## config.mk

```make
export PLATFORM = sky130hd
export DESIGN_NAME = auto_calibrating_axis_scaler
export DESIGN_NICKNAME = d
export VERILOG_FILES = /design/src/sv/acas_pkg.sv /design/src/sv/auto_calibrating_axis_scaler.sv /design/src/sv/acas_front.sv /design/src/sv/acas_queue.sv /design/src/sv/acas_back.sv
export SDC_FILE = /design/constraint.sdc
export NUM_CORES = 1
export LEC_CHECK = 0
export BUFFER_PORTS_ARGS = -buffer_cell sky130_fd_sc_hd__buf_4
export CORE_MARGIN = 1
export CORE_UTILIZATION = 35
export CTS_CLUSTER_DIAMETER = 80
export CTS_CLUSTER_SIZE = 16
export DETAILED_ROUTE_END_ITERATION = 10
export PLACE_DENSITY = 0.6
export SLEW_MARGIN = 5
export SYNTH_ARGS = -nofsm -noshare
export SYNTH_HDL_FRONTEND = slang
export SYNTH_SLANG_ARGS = --single-unit
```

## constraint.sdc

```tcl
create_clock -name clk -period 6.25 [get_ports clk]
set_clock_uncertainty 0.05 [all_clocks]
set_input_delay 0.3125 -clock clk [delete_from_list [all_inputs] [get_ports clk]]
set_output_delay 0.3125 -clock clk [all_outputs]
set_load 0.1 [all_outputs]
```

## src/sv/acas_pkg.sv

```systemverilog
package acas_pkg;

	localparam int SAMPLE_BITS = 16;
	localparam int RAW_W       = 16;
	localparam int OUT_W       = 16;
	localparam int OUT_MAX_W   = 15;
	localparam int MAG_W       = OUT_W;
	localparam int QUOT_BITS   = OUT_W;
	localparam int PROD_W      = MAG_W + SAMPLE_BITS;
	localparam int CNT_W       = $clog2(QUOT_BITS);
	localparam int QDEPTH      = 2;
	localparam int QPTR_W      = $clog2(QDEPTH);
	localparam int QCNT_W      = $clog2(QDEPTH + 1);
	localparam int CFG_IDX_W   = 1;
	localparam int CFG_DATA_W  = 16;

	localparam logic [CFG_IDX_W-1:0] REG_OUT_MIN = 1'd0;
	localparam logic [CFG_IDX_W-1:0] REG_OUT_MAX = 1'd1;

	typedef logic signed [SAMPLE_BITS-1:0] sample_t;
	typedef logic [SAMPLE_BITS-1:0]        smag_t;
	typedef logic signed [OUT_W-1:0]       out_t;

	// one classified transaction handed from front to back
	typedef struct packed {
		logic                  is_bound;
		out_t                  bound;
		logic [MAG_W-1:0]      mag_a;
		smag_t                 mag_b;
		smag_t                 den;
		logic                  negate;
	} cmd_t;

	// low SAMPLE_BITS of the raw word, sign taken from bit SAMPLE_BITS-1
	function automatic sample_t to_sample(input logic [RAW_W-1:0] raw);
		logic [SAMPLE_BITS+RAW_W-1:0] wide;
		wide = {{SAMPLE_BITS{1'b0}}, raw};
		return sample_t'(wide[SAMPLE_BITS-1:0]);
	endfunction

endpackage

```

## src/sv/auto_calibrating_axis_scaler.sv

```systemverilog
// channel   direction  handshake                      payload
// raw       in         raw_valid / raw_stall          raw_sample
// scaled    out        scaled_valid / scaled_stall    scaled_value
// cfg       in         cfg_wen (no wait)              cfg_index, cfg_data
//
// a sample that sets a new bound goes from idle straight to the hold state
// in the back end, a scaled sample a multiply state and then the bit-serial divider
// the front end takes one transaction a cycle, while the queue is not full, into a 2-entry queue
// reset clears seen_min to -1, seen_max to 1, out_min to -32768, out_max to 32767
// scaled_stall holds the result register; raw_stall rises when the queue is full
module auto_calibrating_axis_scaler (
	input  logic                                  clk,
	input  logic                                  arst_n,
	input  logic                                  cfg_wen,
	input  logic [acas_pkg::CFG_IDX_W-1:0]        cfg_index,
	input  logic [acas_pkg::CFG_DATA_W-1:0]       cfg_data,
	input  logic                                  raw_valid,
	output logic                                  raw_stall,
	input  logic signed [acas_pkg::RAW_W-1:0]     raw_sample,
	output logic                                  scaled_valid,
	input  logic                                  scaled_stall,
	output logic signed [acas_pkg::OUT_W-1:0]     scaled_value
);

	logic signed [acas_pkg::OUT_W-1:0]  out_min_q;
	logic [acas_pkg::OUT_MAX_W-1:0]     out_max_q;
	logic                               q_full;
	logic                               q_push;
	acas_pkg::cmd_t                     push_cmd;
	logic                               q_pop;
	logic                               q_valid;
	acas_pkg::cmd_t                     pop_cmd;

	always_ff @(posedge clk or negedge arst_n) begin
		if (!arst_n) begin
			out_min_q <= acas_pkg::OUT_W'(-32768);
			out_max_q <= acas_pkg::OUT_MAX_W'(32767);
		end else if (cfg_wen) begin
			case (cfg_index)
				acas_pkg::REG_OUT_MIN: out_min_q <= acas_pkg::OUT_W'(cfg_data);
				acas_pkg::REG_OUT_MAX: out_max_q <= cfg_data[acas_pkg::OUT_MAX_W-1:0];
				default: begin
				end
			endcase
		end
	end

	acas_front u_front (
		.clk        (clk),
		.arst_n     (arst_n),
		.raw_valid  (raw_valid),
		.raw_stall  (raw_stall),
		.raw_sample (raw_sample),
		.out_min    (out_min_q),
		.out_max    (out_max_q),
		.q_full     (q_full),
		.q_push     (q_push),
		.q_cmd      (push_cmd)
	);

	acas_queue u_queue (
		.clk       (clk),
		.arst_n    (arst_n),
		.push      (q_push),
		.push_cmd  (push_cmd),
		.full      (q_full),
		.pop       (q_pop),
		.pop_valid (q_valid),
		.pop_cmd   (pop_cmd)
	);

	acas_back u_back (
		.clk          (clk),
		.arst_n       (arst_n),
		.cmd_valid    (q_valid),
		.cmd          (pop_cmd),
		.cmd_pop      (q_pop),
		.scaled_valid (scaled_valid),
		.scaled_stall (scaled_stall),
		.scaled_value (scaled_value)
	);

endmodule

```

## src/sv/acas_front.sv

```systemverilog
module acas_front (
	input  logic                                 clk,
	input  logic                                 arst_n,
	input  logic                                 raw_valid,
	output logic                                 raw_stall,
	input  logic signed [acas_pkg::RAW_W-1:0]    raw_sample,
	input  logic signed [acas_pkg::OUT_W-1:0]    out_min,
	input  logic [acas_pkg::OUT_MAX_W-1:0]       out_max,
	input  logic                                 q_full,
	output logic                                 q_push,
	output acas_pkg::cmd_t                       q_cmd
);

	acas_pkg::sample_t seen_min_q;
	acas_pkg::sample_t seen_max_q;
	acas_pkg::sample_t s;
	acas_pkg::smag_t   s_u;
	acas_pkg::smag_t   s_mag;
	acas_pkg::smag_t   min_mag;
	logic [acas_pkg::MAG_W-1:0] omin_mag;
	logic              new_max;
	logic              new_min;

	assign s        = acas_pkg::to_sample(raw_sample);
	assign s_u      = acas_pkg::smag_t'(s);
	assign s_mag    = s[acas_pkg::SAMPLE_BITS-1] ? (~s_u + 1'b1) : s_u;
	assign min_mag  = ~acas_pkg::smag_t'(seen_min_q) + 1'b1;
	assign omin_mag = out_min[acas_pkg::OUT_W-1] ?
		(~acas_pkg::MAG_W'(out_min) + 1'b1) : acas_pkg::MAG_W'(out_min);

	assign new_max = s > seen_max_q;
	assign new_min = !new_max && (s < seen_min_q);

	assign raw_stall = q_full;
	assign q_push    = raw_valid && !q_full;

	always_comb begin
		q_cmd          = '0;
		q_cmd.is_bound = new_max || new_min;
		q_cmd.bound    = new_max ? acas_pkg::out_t'({1'b0, out_max}) : out_min;
		if (s[acas_pkg::SAMPLE_BITS-1]) begin
			q_cmd.mag_a  = omin_mag;
			q_cmd.mag_b  = s_mag;
			q_cmd.den    = min_mag;
			q_cmd.negate = out_min[acas_pkg::OUT_W-1];
		end else begin
			q_cmd.mag_a  = acas_pkg::MAG_W'(out_max);
			q_cmd.mag_b  = s_u;
			q_cmd.den    = acas_pkg::smag_t'(seen_max_q);
			q_cmd.negate = 1'b0;
		end
	end

	always_ff @(posedge clk or negedge arst_n) begin
		if (!arst_n) begin
			seen_min_q <= acas_pkg::sample_t'(-1);
			seen_max_q <= acas_pkg::sample_t'(1);
		end else if (q_push) begin
			if (new_max)
				seen_max_q <= s;
			if (new_min)
				seen_min_q <= s;
		end
	end

	// the divisors can never reach zero
	a_min_neg: assert property (@(posedge clk) disable iff (!arst_n)
		seen_min_q < 0)
		else $error("seen_min rose above -1");
	a_max_pos: assert property (@(posedge clk) disable iff (!arst_n)
		seen_max_q > 0)
		else $error("seen_max fell below 1");

endmodule

```

## src/sv/acas_queue.sv

```systemverilog
module acas_queue (
	input  logic           clk,
	input  logic           arst_n,
	input  logic           push,
	input  acas_pkg::cmd_t push_cmd,
	output logic           full,
	input  logic           pop,
	output logic           pop_valid,
	output acas_pkg::cmd_t pop_cmd
);

	acas_pkg::cmd_t                  entry_q [acas_pkg::QDEPTH];
	logic [acas_pkg::QPTR_W-1:0]     wr_ptr_q;
	logic [acas_pkg::QPTR_W-1:0]     rd_ptr_q;
	logic [acas_pkg::QCNT_W-1:0]     count_q;

	assign full      = count_q == acas_pkg::QCNT_W'(acas_pkg::QDEPTH);
	assign pop_valid = count_q != '0;
	assign pop_cmd   = entry_q[rd_ptr_q];

	always_ff @(posedge clk) begin
		if (push)
			entry_q[wr_ptr_q] <= push_cmd;
	end

	always_ff @(posedge clk or negedge arst_n) begin
		if (!arst_n) begin
			wr_ptr_q <= '0;
			rd_ptr_q <= '0;
			count_q  <= '0;
		end else begin
			if (push)
				wr_ptr_q <= (wr_ptr_q == acas_pkg::QPTR_W'(acas_pkg::QDEPTH - 1)) ?
					'0 : wr_ptr_q + 1'b1;
			if (pop)
				rd_ptr_q <= (rd_ptr_q == acas_pkg::QPTR_W'(acas_pkg::QDEPTH - 1)) ?
					'0 : rd_ptr_q + 1'b1;
			if (push && !pop)
				count_q <= count_q + 1'b1;
			else if (pop && !push)
				count_q <= count_q - 1'b1;
		end
	end

	a_no_underflow: assert property (@(posedge clk) disable iff (!arst_n)
		pop |-> pop_valid)
		else $error("pop from empty queue");

endmodule

```

## src/sv/acas_back.sv

```systemverilog
module acas_back (
	input  logic                              clk,
	input  logic                              arst_n,
	input  logic                              cmd_valid,
	input  acas_pkg::cmd_t                    cmd,
	output logic                              cmd_pop,
	output logic                              scaled_valid,
	input  logic                              scaled_stall,
	output logic signed [acas_pkg::OUT_W-1:0] scaled_value
);

	typedef enum logic [3:0] {
		S_IDLE = 4'b0001,
		S_MUL  = 4'b0010,
		S_DIV  = 4'b0100,
		S_HOLD = 4'b1000
	} back_state_t;

	back_state_t                    state_q;
	logic [acas_pkg::MAG_W-1:0]     mag_a_q;
	acas_pkg::smag_t                mag_b_q;
	acas_pkg::smag_t                den_q;
	logic                           negate_q;
	acas_pkg::smag_t                rem_q;
	logic [acas_pkg::QUOT_BITS-1:0] nq_q;
	logic [acas_pkg::CNT_W-1:0]     cnt_q;
	acas_pkg::out_t                 result_q;
	logic                           out_valid_q;
	acas_pkg::out_t                 out_value_q;

	logic [acas_pkg::PROD_W-1:0]        prod;
	logic [acas_pkg::SAMPLE_BITS+1:0]   trial;
	logic                               ge;
	logic [acas_pkg::QUOT_BITS-1:0]     quot;
	logic                               can_load;

	assign prod  = mag_a_q * mag_b_q;
	// restoring step: shift in next numerator bit, subtract if it fits
	assign trial = {1'b0, rem_q, nq_q[acas_pkg::QUOT_BITS-1]} - {2'b00, den_q};
	assign ge    = !trial[acas_pkg::SAMPLE_BITS+1];
	assign quot  = {nq_q[acas_pkg::QUOT_BITS-2:0], ge};

	assign cmd_pop      = (state_q == S_IDLE) && cmd_valid;
	assign can_load     = !out_valid_q || !scaled_stall;
	assign scaled_valid = out_valid_q;
	assign scaled_value = out_value_q;

	always_ff @(posedge clk) begin
		case (state_q)
			S_IDLE: begin
				if (cmd_valid) begin
					mag_a_q  <= cmd.mag_a;
					mag_b_q  <= cmd.mag_b;
					den_q    <= cmd.den;
					negate_q <= cmd.negate;
					result_q <= cmd.bound;
				end
			end
			S_MUL: begin
				// quotient fits QUOT_BITS, so the top bits start as remainder
				rem_q <= prod[acas_pkg::PROD_W-1:acas_pkg::QUOT_BITS];
				nq_q  <= prod[acas_pkg::QUOT_BITS-1:0];
				cnt_q <= '0;
			end
			S_DIV: begin
				rem_q <= ge ? trial[acas_pkg::SAMPLE_BITS-1:0] :
					{rem_q[acas_pkg::SAMPLE_BITS-2:0], nq_q[acas_pkg::QUOT_BITS-1]};
				nq_q  <= quot;
				cnt_q <= cnt_q + 1'b1;
				if (cnt_q == acas_pkg::CNT_W'(acas_pkg::QUOT_BITS - 1))
					result_q <= negate_q ? acas_pkg::out_t'(~quot + 1'b1) :
						acas_pkg::out_t'(quot);
			end
			default: begin
			end
		endcase
		if (state_q == S_HOLD && can_load)
			out_value_q <= result_q;
	end

	always_ff @(posedge clk or negedge arst_n) begin
		if (!arst_n) begin
			state_q     <= S_IDLE;
			out_valid_q <= 1'b0;
		end else begin
			case (state_q)
				S_IDLE: begin
					if (cmd_valid)
						state_q <= cmd.is_bound ? S_HOLD : S_MUL;
				end
				S_MUL: state_q <= S_DIV;
				S_DIV: begin
					if (cnt_q == acas_pkg::CNT_W'(acas_pkg::QUOT_BITS - 1))
						state_q <= S_HOLD;
				end
				S_HOLD: begin
					if (can_load)
						state_q <= S_IDLE;
				end
				default: state_q <= S_IDLE;
			endcase
			if (state_q == S_HOLD && can_load)
				out_valid_q <= 1'b1;
			else if (!scaled_stall)
				out_valid_q <= 1'b0;
		end
	end

	a_rem_below_den: assert property (@(posedge clk) disable iff (!arst_n)
		state_q == S_DIV |-> rem_q < den_q)
		else $error("divider remainder out of range");
	a_div_len: assert property (@(posedge clk) disable iff (!arst_n)
		state_q == S_MUL |=> state_q == S_DIV && cnt_q == '0)
		else $error("divider did not start cleanly");

endmodule
```

==> results_dict.tcl <==
set metrics [dict create \
    status "completed" \
    seq_area_frac_synth_pct 39.8 \
    worstPathMaxFanout 5 \
    cts_tree "built" \
    ant_nets 0 \
    critPathCaptureType "flop" \
    drc 0 \
    setup-tns-final_ns 0 \
    fmax_ghz 0.162 \
    arrival_ns 6.45 \
    synth_top_family_by_area "adder cells" \
    grt_pass1_wl_um 88100 \
    core_area_sq_um 66000 \
    numCtsBuffers 25 \
    hold_violations 0 \
    drt-wirelength-per-cell_um 17.2 \
    antenna_found_initial 2 \
    drt_iter0_markers 803 \
    synth_nets 2472 \
    synth-async-reset-ratio_pct 22.4 \
    synth-xor-area-share_pct 3.33 \
    dieArea_sq_um 67900 \
    io_pins 56 \
    hpwl_um 40700 \
    slew_headroom_pct 32.3 \
    start_kind "flop" \
    min_period_ns 6.19 \
    hp-class "in -> reg" \
    cts.reportedPaths.clkPinSlew_ns 0.07 \
    syn_area_sq_um 23400 \
    synth_edf_count 249 \
    ys_seq_elements 321 \
    num_vias 15500 \
    gr-total-overflow 0 \
    drive_gt1_share_pct 19.8 \
    final_common_cell "inv_1" \
    clock-root-buffer "clkbuf_16" \
    row_count 94 \
    synthSimpleGateAreaFrac_pct 11.6 \
    cts.sinks 321 \
    synth_mux_area_share_pct 6.92 \
    setup_violations 0 \
    nFillCells 6248 \
    h-tree-depth 1 \
    required_ns 6.51 \
    synth_compound_area_share_pct 7.45 \
    holdPathStages 2 \
    syn-mean-instance-area_sq_um 11.2 \
    crit_type "reg -> reg" \
    yosys_warnings 0 \
    clkLatencyLatePin_ns 0.58 \
    io_buffers 55 \
    wl_um 53800 \
    grt_usage_pct 16.2 \
    synth_adder_area_share_pct 25.1 \
    grt_pass1_vias 16400 \
    initial_utilization_pct 35.5 \
    routed_via_density 4.96 \
    clock_path_buffers 3 \
    slew_viol_final 0 \
    syn_to_final_growth_pct 15.5 \
    final-seq-area_sq_um 9320 \
    rsz0062_at_grt "true" \
    gp_congestion 0.868 \
    final_cell_mix "inv_1 (266), edfxtp_1 (249), nand2_1 (223)" \
    utilization_pct 41.0 \
    multiInputGateArea_sq_um 13100 \
    reg2regPathDepth 21 \
    first_pass_iters 5 \
    nNetsFinal 2635 \
    syn_inst 2082 \
    ys.flop_type "edfxtp_1" \
    tightest_slew_ns 1.01 \
    fin_crit_sh_pct 99.1 \
    synth.distinct_cells 66 \
    die_x_um 261 \
    grt_max_degree 68 \
    cap_viol_max_count 0 \
    die-height_um 261 \
]
## path summary, 6_finish.rpt
path | start | slack [ns] | endpoint
worst max-delay path | u_back.mag_a_q[9] | 0.06 | u_back.rem_q[12]
worst min-delay path | raw_sample[5] | 0.02 | u_front.seen_max_q[5]
worst max register to register | u_back.mag_a_q[9] | 0.06 | u_back.rem_q[12]
worst min register to register | u_back.result_q[5] | 0.37 | u_back.scaled_value[5]
max in group asynchronous | arst_n | 4.98 | u_queue.rd_ptr_q
min in group asynchronous | arst_n | 0.06 | u_front.seen_max_q[12]
## metal layers
metal / vias to the layer above / global-route usage [%] / part of all wire [%]
met5: - / 0 / 0
met4: 0 / 2.68 / 1.3
met3: 53 / 1.42 / 3.8
met2: 302 / 27.6 / 48
met1: 7829 / 22.8 / 46
li1: 7327 / - / -
## critical path: stages (launching register included)
cell and delay [ns]:
edfxtp_1 0.51, buf_6 0.20, and2_4 0.16, fa_1 0.53, inv_1 0.06, fa_2 0.54
fa_1 0.41, inv_1 0.07, fa_1 0.43, fa_1 0.52, inv_1 0.05, fa_1 0.52
inv_2 0.07, ha_4 0.24, a21oi_4 0.13, o211ai_1 0.16, a32oi_4 0.30, o21ai_4 0.12
a31oi_4 0.19, a21oi_2 0.08, or4_1 0.39, and3_1 0.19
## cell usage after synthesis (24+ instances only)
| master | count | area share [%] |
|---|---|---|
| ha_1 | 157 | 8.4 |
| edfxtp_1 | 249 | 32 |
| inv_1 | 276 | 4.4 |
| o21ai_0 | 76 | 1.6 |
| clkbuf_1 | 57 | 0.91 |
| a21o_1 | 24 | 0.77 |
| xor2_1 | 32 | 1.2 |
| dfrtp_1 | 38 | 4.1 |
| nor2b_1 | 24 | 0.64 |
| fa_1 | 195 | 17 |
| nor2_1 | 64 | 1.0 |
| nand2_1 | 228 | 3.7 |
| and2_1 | 122 | 3.3 |
| xnor2_1 | 57 | 2.1 |
| mux2_2 | 106 | 5.1 |
| a21oi_1 | 83 | 1.8 |
| dfstp_2 | 34 | 3.8 |
## sequential cells by signal (all words and copies together) (netlist names), 4 cells and up
| signal | flops |
|---|---|
| u_queue.entry_q | 132 |
| out_min_q | 16 |
| u_back.den_q | 16 |
| u_back.mag_a_q | 16 |
| u_back.mag_b_q | 16 |
| u_back.nq_q | 16 |
| u_back.rem_q | 16 |
| u_back.result_q | 16 |
| u_back.scaled_value | 16 |
| u_front.seen_max_q | 16 |
| u_front.seen_min_q | 16 |
| out_max_q | 15 |
| u_back.cnt_q | 4 |
| u_back.state_q | 4 |
## final cells by class
| cell class | count | share of cell area (%) |
|---|---|---|
| Multi-Input combinational cell | 1412 | 48.4 |
| Clock inverter | 5 | 0.204 |
| Tap cell | 864 | 4.00 |
| Inverter | 276 | 3.83 |
| Clock buffer | 41 | 2.57 |
| Sequential cell | 321 | 34.5 |
| Timing Repair Buffer | 209 | 6.48 |
| Antenna cell | 1 | 0.00926 |
## repair_timing
action                                  CTS  global route
endpoints found under the hold margin    52             0
setup buffers                            19            10
cloned                                    1             0
resized for setup                        30            71
hold buffers                             25             0
pin swaps                                22            48
endpoints found under the setup margin    8            12
## through the flow
step | setup WS [ns] | cell area [sq um] | cells | hold WS, ns
global placement | -0.107 | 25400 | 3027 | 0.0824
CTS | 0.00142 | 26700 | 3118 | 0.00279
finish | 0.0592 | 27000 | 3129 | 0.0214
detailed placement | -0.213 | 25400 | 3027 | 0.0836
floorplan | 0.192 | 23400 | 2082 | -0.0331
global route | -0.139 | 27000 | 3128 | 0.0196
## logic make-up after synthesis
family                     Yosys count
muxes                              140
and+or+nand+nor                    552
DFF                                321
adders and majority gates          352
buffers and inverters              349
xor gates and xnor gates            89
AOI/OAI and AO/OA                  279
Power is left out: the tool's default activity adds up to more than one toggle a clock period on the data nets, which glitch-free logic cannot reach.
